**src/sv/abrci_pkg.sv**
```systemverilog
// Shared types, constants and helper functions for the banked register file.
`default_nettype none
package abrci_pkg;

    typedef enum logic [2:0] {
        OP_READ_REG   = 3'd0,
        OP_WRITE_REG  = 3'd1,
        OP_READ_CPSR  = 3'd2,
        OP_WRITE_CPSR = 3'd3,
        OP_READ_SPSR  = 3'd4,
        OP_WRITE_SPSR = 3'd5,
        OP_COND_TEST  = 3'd6,
        OP_IRQ_POLL   = 3'd7
    } op_t;

    localparam logic [4:0] MODE_USR = 5'h10;
    localparam logic [4:0] MODE_FIQ = 5'h11;
    localparam logic [4:0] MODE_IRQ = 5'h12;
    localparam logic [4:0] MODE_SVC = 5'h13;
    localparam logic [4:0] MODE_ABT = 5'h17;
    localparam logic [4:0] MODE_UND = 5'h1B;
    localparam logic [4:0] MODE_SYS = 5'h1F;

    // SPSR slot numbers; SLOT_NONE for USR, SYS and undefined modes
    localparam logic [2:0] SLOT_FIQ  = 3'd0;
    localparam logic [2:0] SLOT_SVC  = 3'd1;
    localparam logic [2:0] SLOT_ABT  = 3'd2;
    localparam logic [2:0] SLOT_IRQ  = 3'd3;
    localparam logic [2:0] SLOT_UND  = 3'd4;
    localparam logic [2:0] SLOT_NONE = 3'd5;

    localparam logic [31:0] CPSR_RESET = 32'h0000_00D3;
    localparam logic [31:0] IRQ_VECTOR = 32'h0000_0018;
    localparam logic [31:0] LR_OFFSET  = 32'd4;

    localparam int unsigned IN_TDATA_W  = 80;
    localparam int unsigned OUT_TDATA_W = 40;

    typedef struct packed {
        logic load;     // capture the input transfer
        logic execute;  // run the captured operation, load result register
    } cmd_t;

    function automatic logic [2:0] bank_slot(input logic [4:0] mode);
        logic [2:0] s;
        unique case (mode)
            MODE_FIQ: s = SLOT_FIQ;
            MODE_SVC: s = SLOT_SVC;
            MODE_ABT: s = SLOT_ABT;
            MODE_IRQ: s = SLOT_IRQ;
            MODE_UND: s = SLOT_UND;
            default:  s = SLOT_NONE;
        endcase
        return s;
    endfunction

    function automatic logic mode_valid(input logic [4:0] mode);
        return (mode == MODE_USR) || (mode == MODE_SYS) || (bank_slot(mode) != SLOT_NONE);
    endfunction

    function automatic logic cond_holds(input logic [3:0] cc, input logic [3:0] nzcv);
        logic n;
        logic z;
        logic c;
        logic v;
        logic r;
        n = nzcv[3];
        z = nzcv[2];
        c = nzcv[1];
        v = nzcv[0];
        unique case (cc)
            4'h0: r = z;
            4'h1: r = !z;
            4'h2: r = c;
            4'h3: r = !c;
            4'h4: r = n;
            4'h5: r = !n;
            4'h6: r = v;
            4'h7: r = !v;
            4'h8: r = c && !z;
            4'h9: r = !c || z;
            4'hA: r = (n == v);
            4'hB: r = (n != v);
            4'hC: r = !z && (n == v);
            4'hD: r = z || (n != v);
            4'hE: r = 1'b1;
            default: r = 1'b0;
        endcase
        return r;
    endfunction

endpackage
`default_nettype wire

```
**src/sv/abrci_ctrl.sv**
```systemverilog
// Controller: sequences capture, execute and result handoff.
`default_nettype none
module abrci_ctrl
    import abrci_pkg::*;
(
    input  wire logic clk,
    input  wire logic rst_n,
    input  wire logic s_tvalid,
    output logic      s_tready,
    output logic      m_tvalid,
    input  wire logic m_tready,
    output cmd_t      cmd
);

    typedef enum logic [0:0] {
        ST_IDLE,
        ST_EXEC
    } state_t;

    state_t state_reg;
    logic   m_valid_reg;
    logic   exec_go;

    always_comb
    begin
        s_tready    = (state_reg == ST_IDLE);
        // result register free, or its transfer completes this cycle
        exec_go     = (state_reg == ST_EXEC) && (!m_valid_reg || m_tready);
        cmd.load    = s_tvalid && (state_reg == ST_IDLE);
        cmd.execute = exec_go;
        m_tvalid    = m_valid_reg;
    end

    always_ff @(posedge clk or negedge rst_n)
    begin
        if (!rst_n)
        begin
            state_reg   <= ST_IDLE;
            m_valid_reg <= 1'b0;
        end
        else
        begin
            unique case (state_reg)
                ST_IDLE:
                begin
                    if (s_tvalid)
                        state_reg <= ST_EXEC;
                end
                ST_EXEC:
                begin
                    if (exec_go)
                        state_reg <= ST_IDLE;
                end
            endcase
            if (exec_go)
                m_valid_reg <= 1'b1;
            else if (m_tready)
                m_valid_reg <= 1'b0;
        end
    end

endmodule
`default_nettype wire

```
**src/sv/abrci_dp.sv**
```systemverilog
// Datapath: banked register file, CPSR/SPSR, condition check, IRQ entry.
`default_nettype none
module abrci_dp
    import abrci_pkg::*;
(
    input  wire logic                   clk,
    input  wire logic                   rst_n,
    input  wire cmd_t                   cmd,
    input  wire logic [IN_TDATA_W-1:0]  in_tdata,
    input  wire logic [2:0]             in_tuser,
    output logic      [OUT_TDATA_W-1:0] out_tdata
);

    // captured item
    op_t         op_reg;
    logic [3:0]  idx_reg;
    logic [31:0] wd_reg;
    logic [3:0]  cc_reg;
    logic [15:0] ie_reg;
    logic [15:0] if_reg;
    logic        ime_reg;

    // architectural state
    logic [31:0] base_regs [16];
    logic [31:0] fiq_bank  [7];
    logic [31:0] sp_lr     [8];
    logic [31:0] spsr_regs [5];
    logic [31:0] cpsr_reg;

    // result register
    logic [31:0] rd_reg;
    logic        pass_reg;
    logic        pend_reg;
    logic        taken_reg;
    logic        bad_reg;

    logic [31:0] rd_next;
    logic        pass_next;
    logic        pend_next;
    logic        taken_next;
    logic        bad_next;

    logic [2:0]  slot;
    logic        in_fiq_bank;
    logic        in_sp_lr;
    logic [2:0]  sp_lr_idx;
    logic [31:0] reg_rdata;
    logic [31:0] spsr_rdata;
    logic        pend;
    logic        take;
    logic        wd_mode_ok;

    always_comb
    begin
        slot        = bank_slot(cpsr_reg[4:0]);
        in_fiq_bank = (slot == SLOT_FIQ) && (idx_reg >= 4'd8) && (idx_reg != 4'd15);
        in_sp_lr    = (slot != SLOT_FIQ) && (slot != SLOT_NONE)
                      && ((idx_reg == 4'd13) || (idx_reg == 4'd14));
        // slot SVC..UND maps to pairs 0..3, r13 first
        sp_lr_idx   = {slot[1:0] - 2'd1, ~idx_reg[0]};
        if (in_fiq_bank)
            reg_rdata = fiq_bank[idx_reg[2:0]];
        else if (in_sp_lr)
            reg_rdata = sp_lr[sp_lr_idx];
        else
            reg_rdata = base_regs[idx_reg];
        spsr_rdata  = (slot == SLOT_NONE) ? cpsr_reg : spsr_regs[slot];
        pend        = |(ie_reg & if_reg);
        take        = pend && ime_reg && !cpsr_reg[7];
        wd_mode_ok  = mode_valid(wd_reg[4:0]);
    end

    always_ff @(posedge clk)
    begin
        if (cmd.load)
        begin
            op_reg  <= op_t'(in_tuser);
            idx_reg <= in_tdata[3:0];
            wd_reg  <= in_tdata[35:4];
            cc_reg  <= in_tdata[39:36];
            ie_reg  <= in_tdata[55:40];
            if_reg  <= in_tdata[71:56];
            ime_reg <= in_tdata[72];
        end
    end

    always_ff @(posedge clk or negedge rst_n)
    begin
        if (!rst_n)
        begin
            for (int i = 0; i < 16; i++)
                base_regs[i] <= '0;
            for (int i = 0; i < 7; i++)
                fiq_bank[i] <= '0;
            for (int i = 0; i < 8; i++)
                sp_lr[i] <= '0;
            for (int i = 0; i < 5; i++)
                spsr_regs[i] <= '0;
            cpsr_reg <= CPSR_RESET;
        end
        else if (cmd.execute)
        begin
            unique case (op_reg)
                OP_WRITE_REG:
                begin
                    if (in_fiq_bank)
                        fiq_bank[idx_reg[2:0]] <= wd_reg;
                    else if (in_sp_lr)
                        sp_lr[sp_lr_idx] <= wd_reg;
                    else
                        base_regs[idx_reg] <= wd_reg;
                end
                OP_WRITE_CPSR:
                    cpsr_reg <= wd_reg;
                OP_WRITE_SPSR:
                begin
                    if (slot == SLOT_NONE)
                        cpsr_reg <= wd_reg;
                    else
                        spsr_regs[slot] <= wd_reg;
                end
                OP_IRQ_POLL:
                begin
                    if (take)
                    begin
                        spsr_regs[SLOT_IRQ] <= cpsr_reg;
                        cpsr_reg <= {cpsr_reg[31:8], 1'b1, cpsr_reg[6], 1'b0, MODE_IRQ};
                        sp_lr[5] <= base_regs[15] + LR_OFFSET;   // LR_irq
                        base_regs[15] <= IRQ_VECTOR;
                    end
                end
                default:
                begin
                end
            endcase
        end
    end

    // result fields; everything not produced by the operation reads as zero
    always_comb
    begin
        rd_next    = '0;
        pass_next  = 1'b0;
        pend_next  = 1'b0;
        taken_next = 1'b0;
        bad_next   = 1'b0;
        unique case (op_reg)
            OP_READ_REG:   rd_next = reg_rdata;
            OP_READ_CPSR:  rd_next = cpsr_reg;
            OP_READ_SPSR:  rd_next = spsr_rdata;
            OP_WRITE_CPSR: bad_next = !wd_mode_ok;
            OP_WRITE_SPSR: bad_next = (slot == SLOT_NONE) && !wd_mode_ok;
            OP_COND_TEST:  pass_next = cond_holds(cc_reg, cpsr_reg[31:28]);
            OP_IRQ_POLL:
            begin
                pend_next  = pend;
                taken_next = take;
            end
            default:
            begin
            end
        endcase
    end

    always_ff @(posedge clk)
    begin
        if (cmd.execute)
        begin
            rd_reg    <= rd_next;
            pass_reg  <= pass_next;
            pend_reg  <= pend_next;
            taken_reg <= taken_next;
            bad_reg   <= bad_next;
        end
    end

    assign out_tdata = {4'b0, bad_reg, taken_reg, pend_reg, pass_reg, rd_reg};

endmodule
`default_nettype wire

```
**src/sv/arm_banked_regs_cond_irq_entry.sv**
```systemverilog
// Top level: ARMv4T-style banked register file with condition check and IRQ entry.
// A transfer accepted in ST_IDLE is captured, then executes in ST_EXEC once the result
// register is free or its transfer completes; the result is valid right after execution.
// One item in flight: the controller accepts a new item only after the previous one has executed.
// The input side reopens as soon as the item executes; the result register decouples the sides.
// Reset (rst_n low, async): all registers and SPSRs zero, CPSR = 0xD3 (SVC, I and F set).
`default_nettype none
module arm_banked_regs_cond_irq_entry
    import abrci_pkg::*;
(
    input  wire logic                   clk,
    input  wire logic                   rst_n,
    input  wire logic                   s_tvalid,
    output logic                        s_tready,
    // reg_index[3:0], write_data[35:4], cond_code[39:36], irq_enable_mask[55:40],
    // irq_request_flags[71:56], irq_master_enable[72], zero fill [79:73]
    input  wire logic [IN_TDATA_W-1:0]  s_tdata,
    // operation[2:0]
    input  wire logic [2:0]             s_tuser,
    output logic                        m_tvalid,
    input  wire logic                   m_tready,
    // read_data[31:0], cond_pass[32], irq_pending[33], irq_taken[34], bad_mode[35],
    // zero fill [39:36]
    output logic      [OUT_TDATA_W-1:0] m_tdata
);

    cmd_t cmd;

    // controller: one item in flight, result handed off through m_tvalid
    abrci_ctrl u_ctrl (
        .clk      (clk),
        .rst_n    (rst_n),
        .s_tvalid (s_tvalid),
        .s_tready (s_tready),
        .m_tvalid (m_tvalid),
        .m_tready (m_tready),
        .cmd      (cmd)
    );

    // datapath: holds all architectural state and the result payload
    abrci_dp u_dp (
        .clk       (clk),
        .rst_n     (rst_n),
        .cmd       (cmd),
        .in_tdata  (s_tdata),
        .in_tuser  (s_tuser),
        .out_tdata (m_tdata)
    );

endmodule
`default_nettype wire
```
**config.mk**
```make
export PLATFORM = sky130hd
export DESIGN_NAME = arm_banked_regs_cond_irq_entry
export DESIGN_NICKNAME = d
export VERILOG_FILES = /design/src/sv/abrci_pkg.sv /design/src/sv/abrci_ctrl.sv /design/src/sv/abrci_dp.sv /design/src/sv/arm_banked_regs_cond_irq_entry.sv
export SDC_FILE = /design/constraint.sdc
export NUM_CORES = 2
export LEC_CHECK = 0
export ABC_AREA = 1
export BUFFER_PORTS_ARGS = -buffer_cell sky130_fd_sc_hd__buf_4
export CORE_MARGIN = 3
export CORE_UTILIZATION = 40
export CTS_CLUSTER_SIZE = 10
export DETAILED_ROUTE_END_ITERATION = 10
export PLACE_DENSITY_LB_ADDON = 0.3
export SYNTH_ARGS = -nofsm -noshare
export SYNTH_HDL_FRONTEND = slang
export SYNTH_SLANG_ARGS = --single-unit
```
**constraint.sdc**
```tcl
create_clock -name clk -period 9.4 [get_ports clk]
set_input_delay 0.94 -clock clk [delete_from_list [all_inputs] [get_ports clk]]
set_output_delay 0.94 -clock clk [all_outputs]
set_load 0.02 [all_outputs]
```
# --- Word-level counts from Yosys, hierarchy flattened ---
# Cells that the tools add are included.
totals:
  word_cells: 219
  ramBits: 0
  input_bits: 87
  regBits: 1298
  mem_bits_ro: 0
  out_inout_bits: 42
  mem_count: 0
  latch_bits: 0
classes:
  n_mux: 51
  shifts: 0
  magnitude_cmp: 9
  n_eq_ne: 47
  addsub: 2
  reduce_logical: 47
  n_div: 0
  n_bitwise: 11
  multipliers: 0
ops:
  columns: ["op", "n"]
  rows:
  - ["$mux 32", 21]
  - ["$bwmux 512", 1]
  - ["$bmux 32 s3", 3]
  - ["$demux 32 s3", 3]
  - ["$bwmux 256", 1]
  - ["$bwmux 224", 1]
  - ["$mux 96", 2]
  - ["$pmux 32 s2", 3]
  - ["$pmux 32 s3", 2]
  - ["$bwmux 160", 1]
  - ["$bmux 32 s4", 1]
  - ["$demux 32 s4", 1]
  - ["$mux 64", 1]
  - ["$eq 5x5->1 const B", 12]
  - ["$eq 4x4->1 const B", 9]
  - ["$add 32x3->32 const B", 1]
  - ["$pmux 3 s5", 2]
  - ["$reduce_and 4->1", 5]
  - ["$and 16x16->16", 1]
  - ["$eq 4x3->1 const B", 4]
  - ["$ge 4x4->1 const B", 4]
  - ["$reduce_or 16->1", 1]
  - ["$eq 3x3->1 const B", 5]
  - ["$logic_and 1x1->1", 15]
  - ["other kinds (29)", 67]

# --- Longest topological paths before layout ---
depth:
  word_depth: 12
  ltp_mapped: 20
  ltp_nobuf: 18

# --- Modules after synthesis ---
# A second synthesis with hierarchy kept.
hier_totals:
  hier_cells: 7472
  area_unflattened_um2: 59688.5
by_module_without_submodules:
  columns: ["mod", "seq_area_each_um2", "area_each_um2", "cells_per_inst", "instances"]
  rows:
  - ["abrci_dp", 32997.9, 59588.4, 7460, 1]
  - ["abrci_ctrl", 50.0, 100.1, 12, 1]

# --- Worst setup path before layout ---
# OpenSTA, ideal clock, no wires.
synth_path:
  path_type: "input -> register"
  start: "input port s_tvalid"
  end: "register u_dp.cc_reg[0] (enable)"
  path_buffers: 0
  t_arrival_ns: 4.186
  setup_slack_ns: 4.701
  stages: 2
  setup_ns: 0.513
  path_cell_list: "inv_1 -> nor2_1"
synth_lines:
  columns: ["item", "line", "rtl"]
  rows:
  - ["start: declaration", "arm_banked_regs_cond_irq_entry.sv:13", "input wire logic s_tvalid,"]
  - ["end signal: assignment", "abrci_dp.sv:80", "cc_reg <= in_tdata[39:36];"]
  - ["end: declaration", "abrci_dp.sv:18", "logic [3:0] cc_reg;"]

# --- Final worst setup path ---
layout_path:
  start: "register u_dp.idx_reg[1]"
  end: "register u_dp.sp_lr[75] in the netlist's numbering"
layout_between:
  elab_chain_len: 5
layout_lines:
  columns: ["item", "line", "rtl"]
  rows:
  - ["start: declaration", "abrci_dp.sv:16", "logic [3:0] idx_reg;"]
  - ["start signal: assignment", "abrci_dp.sv:78", "idx_reg <= in_tdata[3:0];"]
  - ["$ge 4x4->1 / $eq 4x4->1 (equally long branches)", "abrci_dp.sv:56, abrci_dp.sv:58", null]
  - ["$logic_and 1x1->1 / $logic_or 1x1->1 (equally long branches)", "abrci_dp.sv:56, abrci_dp.sv:58", null]
  - ["$logic_and 1x1->1 (on tied branches)", "abrci_dp.sv:56, abrci_dp.sv:58", null]
  - ["$ne 2x2->1 (no source line) / $ne 2x1->1 (equally long branches)", null, null]
  - ["$reduce_and 5->1 (no source line) (*)", null, null]
  - ["end signal: indexed assignment", "abrci_dp.sv:109", "sp_lr[sp_lr_idx] <= wd_reg;"]
  - ["end: declaration", "abrci_dp.sv:26", "logic [31:0] sp_lr [8];"]
# Every way passes the cells marked *; elsewhere a longest branch is shown, timed or not.
# A chain may end at the register's enable or synchronous reset.

==> flow_summary.ini <==
[floorplanning]
initial_core_util_pct = 40.5
die_area_um2 = 149000
die_x_um = 385
rows = 138
fp.dieH_um = 385
io-pin-count = 129
core-area_um2 = 142000

[clock_network]
root_buffer = clkbuf_16
postCtsHoldBufs = 0
clock_latency_ns = 0.78
clkTransAtPathRegs_ns = 0.05
post-cts-setup-buffers = 0
cts-buffers-inserted = 150
ctsHtreeMaxLevel = 4
clock_sinks = 1298
cts_tree = built
cts_resized = 0
clk_path_buf_depth = 3

[layout]
largestRegisters = u_dp.base_regs x512, u_dp.sp_lr x256, u_dp.fiq_bank x224
fillers = 13824
largest_reg_flops = 512
drive_gt1_share_pct = 8.11
synthToLayoutAreaGrowth_pct = 10.9
fin_nets = 6533
top_register = u_dp.base_regs

[timing]
slew_headroom_pct = -5.25
slew_viol_final = 2
whs_ns = 0.204
max_clock_freq_mhz = 187
finalCritPeriodShare_pct = 56.9
worst_slew_pin_slew_ns = 1.56
fin_setup_tns_ns = 0
min_period_ns = 5.35
setup_violations = 0
finClkSkew_ns = 0.0248
rsz0062_at_grt = no
finalHoldViolCount = 0

[detailed_routing]
ant_nets = 0
drt-initial-drc-count = 6154
vias = 48148
wire_per_inst_um = 23.2
routed_wl_mm = 195
drtPass1Iterations = 7
viasPerCell = 5.73
drc_errors = 0

[flow_run]
maxCapViolCount = 1

[setup_path]
path_class = reg2reg
crit_required_ns = 10.01
cp_max_fo = 72
critPathArrivalTime_ns = 5.96
critPathLaunchType = flip-flop
end_kind = flip-flop

[logic_synthesis]
synthCells = 6610
yosys.area_share.simple_pct = 17.1
yosys-mux-area-fraction_pct = 0.0521
yosys_warnings = 0
synth_compound_area_share_pct = 19.7
synth_fa_ha_area_share_pct = 0.0652
synth_cell_types = 55
ys_ff_latch = 1298
synth_top_family_by_area = compound AO/OA/AOI/OAI gates
synth.avg_cell_area_um2 = 8.71
syn_area_um2 = 57600
synth-seq-area-share_pct = 57.4
synth-xor-area-share_pct = 0.243

[placed_design]
globalplace.congestion = 0.954
port_buffers = 117
dp_hpwl_mm = 117

[worst_hold_path]
hp-class = in2async

[power_and_ir_drop]
powerDensity_nw_per_um2 = 255
fin_total_pwr_mw = 16.3
p_leak_nw = 29.1
peakVddDrop_mv = 0.182

[grt]
grtUsageTotal_pct = 26.1
antenna_found_initial = 5
grt_pass1_vias = 45080
grt_pass1_wl_mm = 294
grt_overflow_total = 0
grt_max_degree = 168

[run_status]
violations = max-capacitance violations, max-slew violations
status = complete, but fails checks
[metal layers]
metal / part of all wire, % / vias to the layer above / global-route usage, %
met5: 0 / - / 0
met4: 3.7 / 0 / 9.75
met3: 10 / 338 / 6.63
met2: 44 / 2229 / 38.9
met1: 42 / 23672 / 36.5
li1: - / 21909 / -
[kinds of logic after synthesis]
kind of cell / Yosys count
buf+inv: 797
flops: 1298
compound gates: 2103
other cells: 1
mux: 3
fa+ha+maj: 3
xor+xnor: 16
simple gates: 2389
[metrics by stage]
step,setup slack (ns),cell area [um^2],utilization [%],instances
2_1_floorplan,4.70,57600,-,6613
3_5_place_dp,4.21,59700,41.9,8181
3_3_place_gp,4.27,59700,41.9,8181
5_1_grt,3.81,63900,44.9,8398
4_1_cts,4.18,63900,44.9,8397
6_report,4.05,63900,44.9,8400
[Yosys cell counts, drive strengths merged]
library cell  instances  area (um^2)
nor4                 25          171
o21ai              1430         7160
o311ai                1         8.76
and3                  1         6.26
o22ai               363         2270
nand2              1975         7450
a211oi                3         22.5
conb                  1         3.75
nand4                38          250
or2                  41          257
nor3                 47          250
o221ai               15          131
o21bai                1         7.51
a41oi                 5         43.8
a31oi                 2         12.5
ha                    3         37.5
nor2                152          652
edfxtp              112         3360
clkinv                3         11.3
mux2i                 3         30.0
o211ai                2         20.0
inv                 247          930
buf                 147          734
o21a                 65          488
nand3                96          683
a21oi               190          951
xor2                 11         96.3
o31ai                 1         7.51
dfstp                 5          131
nand3b               14          105
xnor2                 5         43.8
o2111ai               1         8.76
clkbuf              400         1510
a22o                 21          184
dfrtp              1181        29600
a22oi                 3         22.5
[where the power goes]
group          switching [mW]  leakage [nW]  total, mW  internal (mW)
clock network            2.26          2.04       5.26           3.00
logic                    2.76          10.0       3.92           1.16
registers               0.626          17.1       7.11           6.49
[cell type report]
type,count,area [um^2],area share [%]
timing repair buffer,225,1790,2.80
clock buffer,204,4050,6.34
clock inverter,12,156,0.245
inverter,250,950,1.49
multi-input combinational,4518,21500,33.7
antenna,3,7.51,0.0117
sequential,1298,33000,51.7
tap,1890,2360,3.70
[critical path: stages, from the launching register on]
cell and delay [ns]:
edfxtp_1 0.35, buf_4 0.25, inv_2 0.55, nand2_8 0.54, inv_4 0.33, nand2_1 0.14, nand2_1 0.23, nand3_4 0.57
inv_1 0.18, buf_4 0.51, nand2_1 0.50, nand4_2 0.22, buf_4 0.53, o21ai_0 0.15
[placed cells by master, fill, tap and decap left out, types with 7 or more instances in the layout]
| cell | netlist | final |
|---|---|---|
| a21oi_1 | 190 | 190 |
| a22o_1 | 21 | 21 |
| buf_12 | 0 | 8 |
| buf_4 | 11 | 217 |
| clkbuf_1 | 397 | 49 |
| clkbuf_16 | 0 | 154 |
| dfrtp_1 | 1181 | 1181 |
| edfxtp_1 | 112 | 112 |
| inv_1 | 232 | 230 |
| inv_2 | 14 | 14 |
| nand2_1 | 1966 | 1963 |
| nand2_2 | 6 | 7 |
| nand3_1 | 72 | 67 |
| nand3_2 | 13 | 14 |
| nand3_4 | 11 | 15 |
| nand3b_1 | 14 | 14 |
| nand4_1 | 36 | 36 |
| nor2_1 | 137 | 131 |
| nor2_2 | 8 | 10 |
| nor2_4 | 6 | 10 |
| nor3_1 | 44 | 43 |
| nor4_1 | 24 | 24 |
| o21a_1 | 65 | 65 |
| o21ai_0 | 1050 | 1050 |
| o21ai_1 | 380 | 379 |
| o221ai_1 | 15 | 15 |
| o22ai_1 | 363 | 363 |
| or2_2 | 41 | 41 |
| xor2_1 | 11 | 11 |
[path summary, 6_finish.rpt]
kind | start | endpoint | slack [ns] | cells after the start
max in group asynchronous | rst_n | u_dp.spsr_regs[76]$_DFFE_PN0P_ | 6.72 | 3
setup / recovery | u_dp.idx_reg[1]$_DFFE_PP_ | u_dp.sp_lr[75]$_DFFE_PN0P_ | 4.05 | 13
min in group clk | s_tdata[25] | u_dp.wd_reg[21]$_DFFE_PP_ | 0.34 | 1
hold reg to reg | u_dp.fiq_bank[170]$_DFFE_PN0P_ | u_dp.fiq_bank[170]$_DFFE_PN0P_ | 0.48 | 2
hold / removal | rst_n | u_dp.sp_lr[11]$_DFFE_PN0P_ | 0.20 | 1
setup reg to reg | u_dp.idx_reg[1]$_DFFE_PP_ | u_dp.sp_lr[75]$_DFFE_PN0P_ | 4.05 | 13
Note: power is estimated with default switching activity, not from simulation.
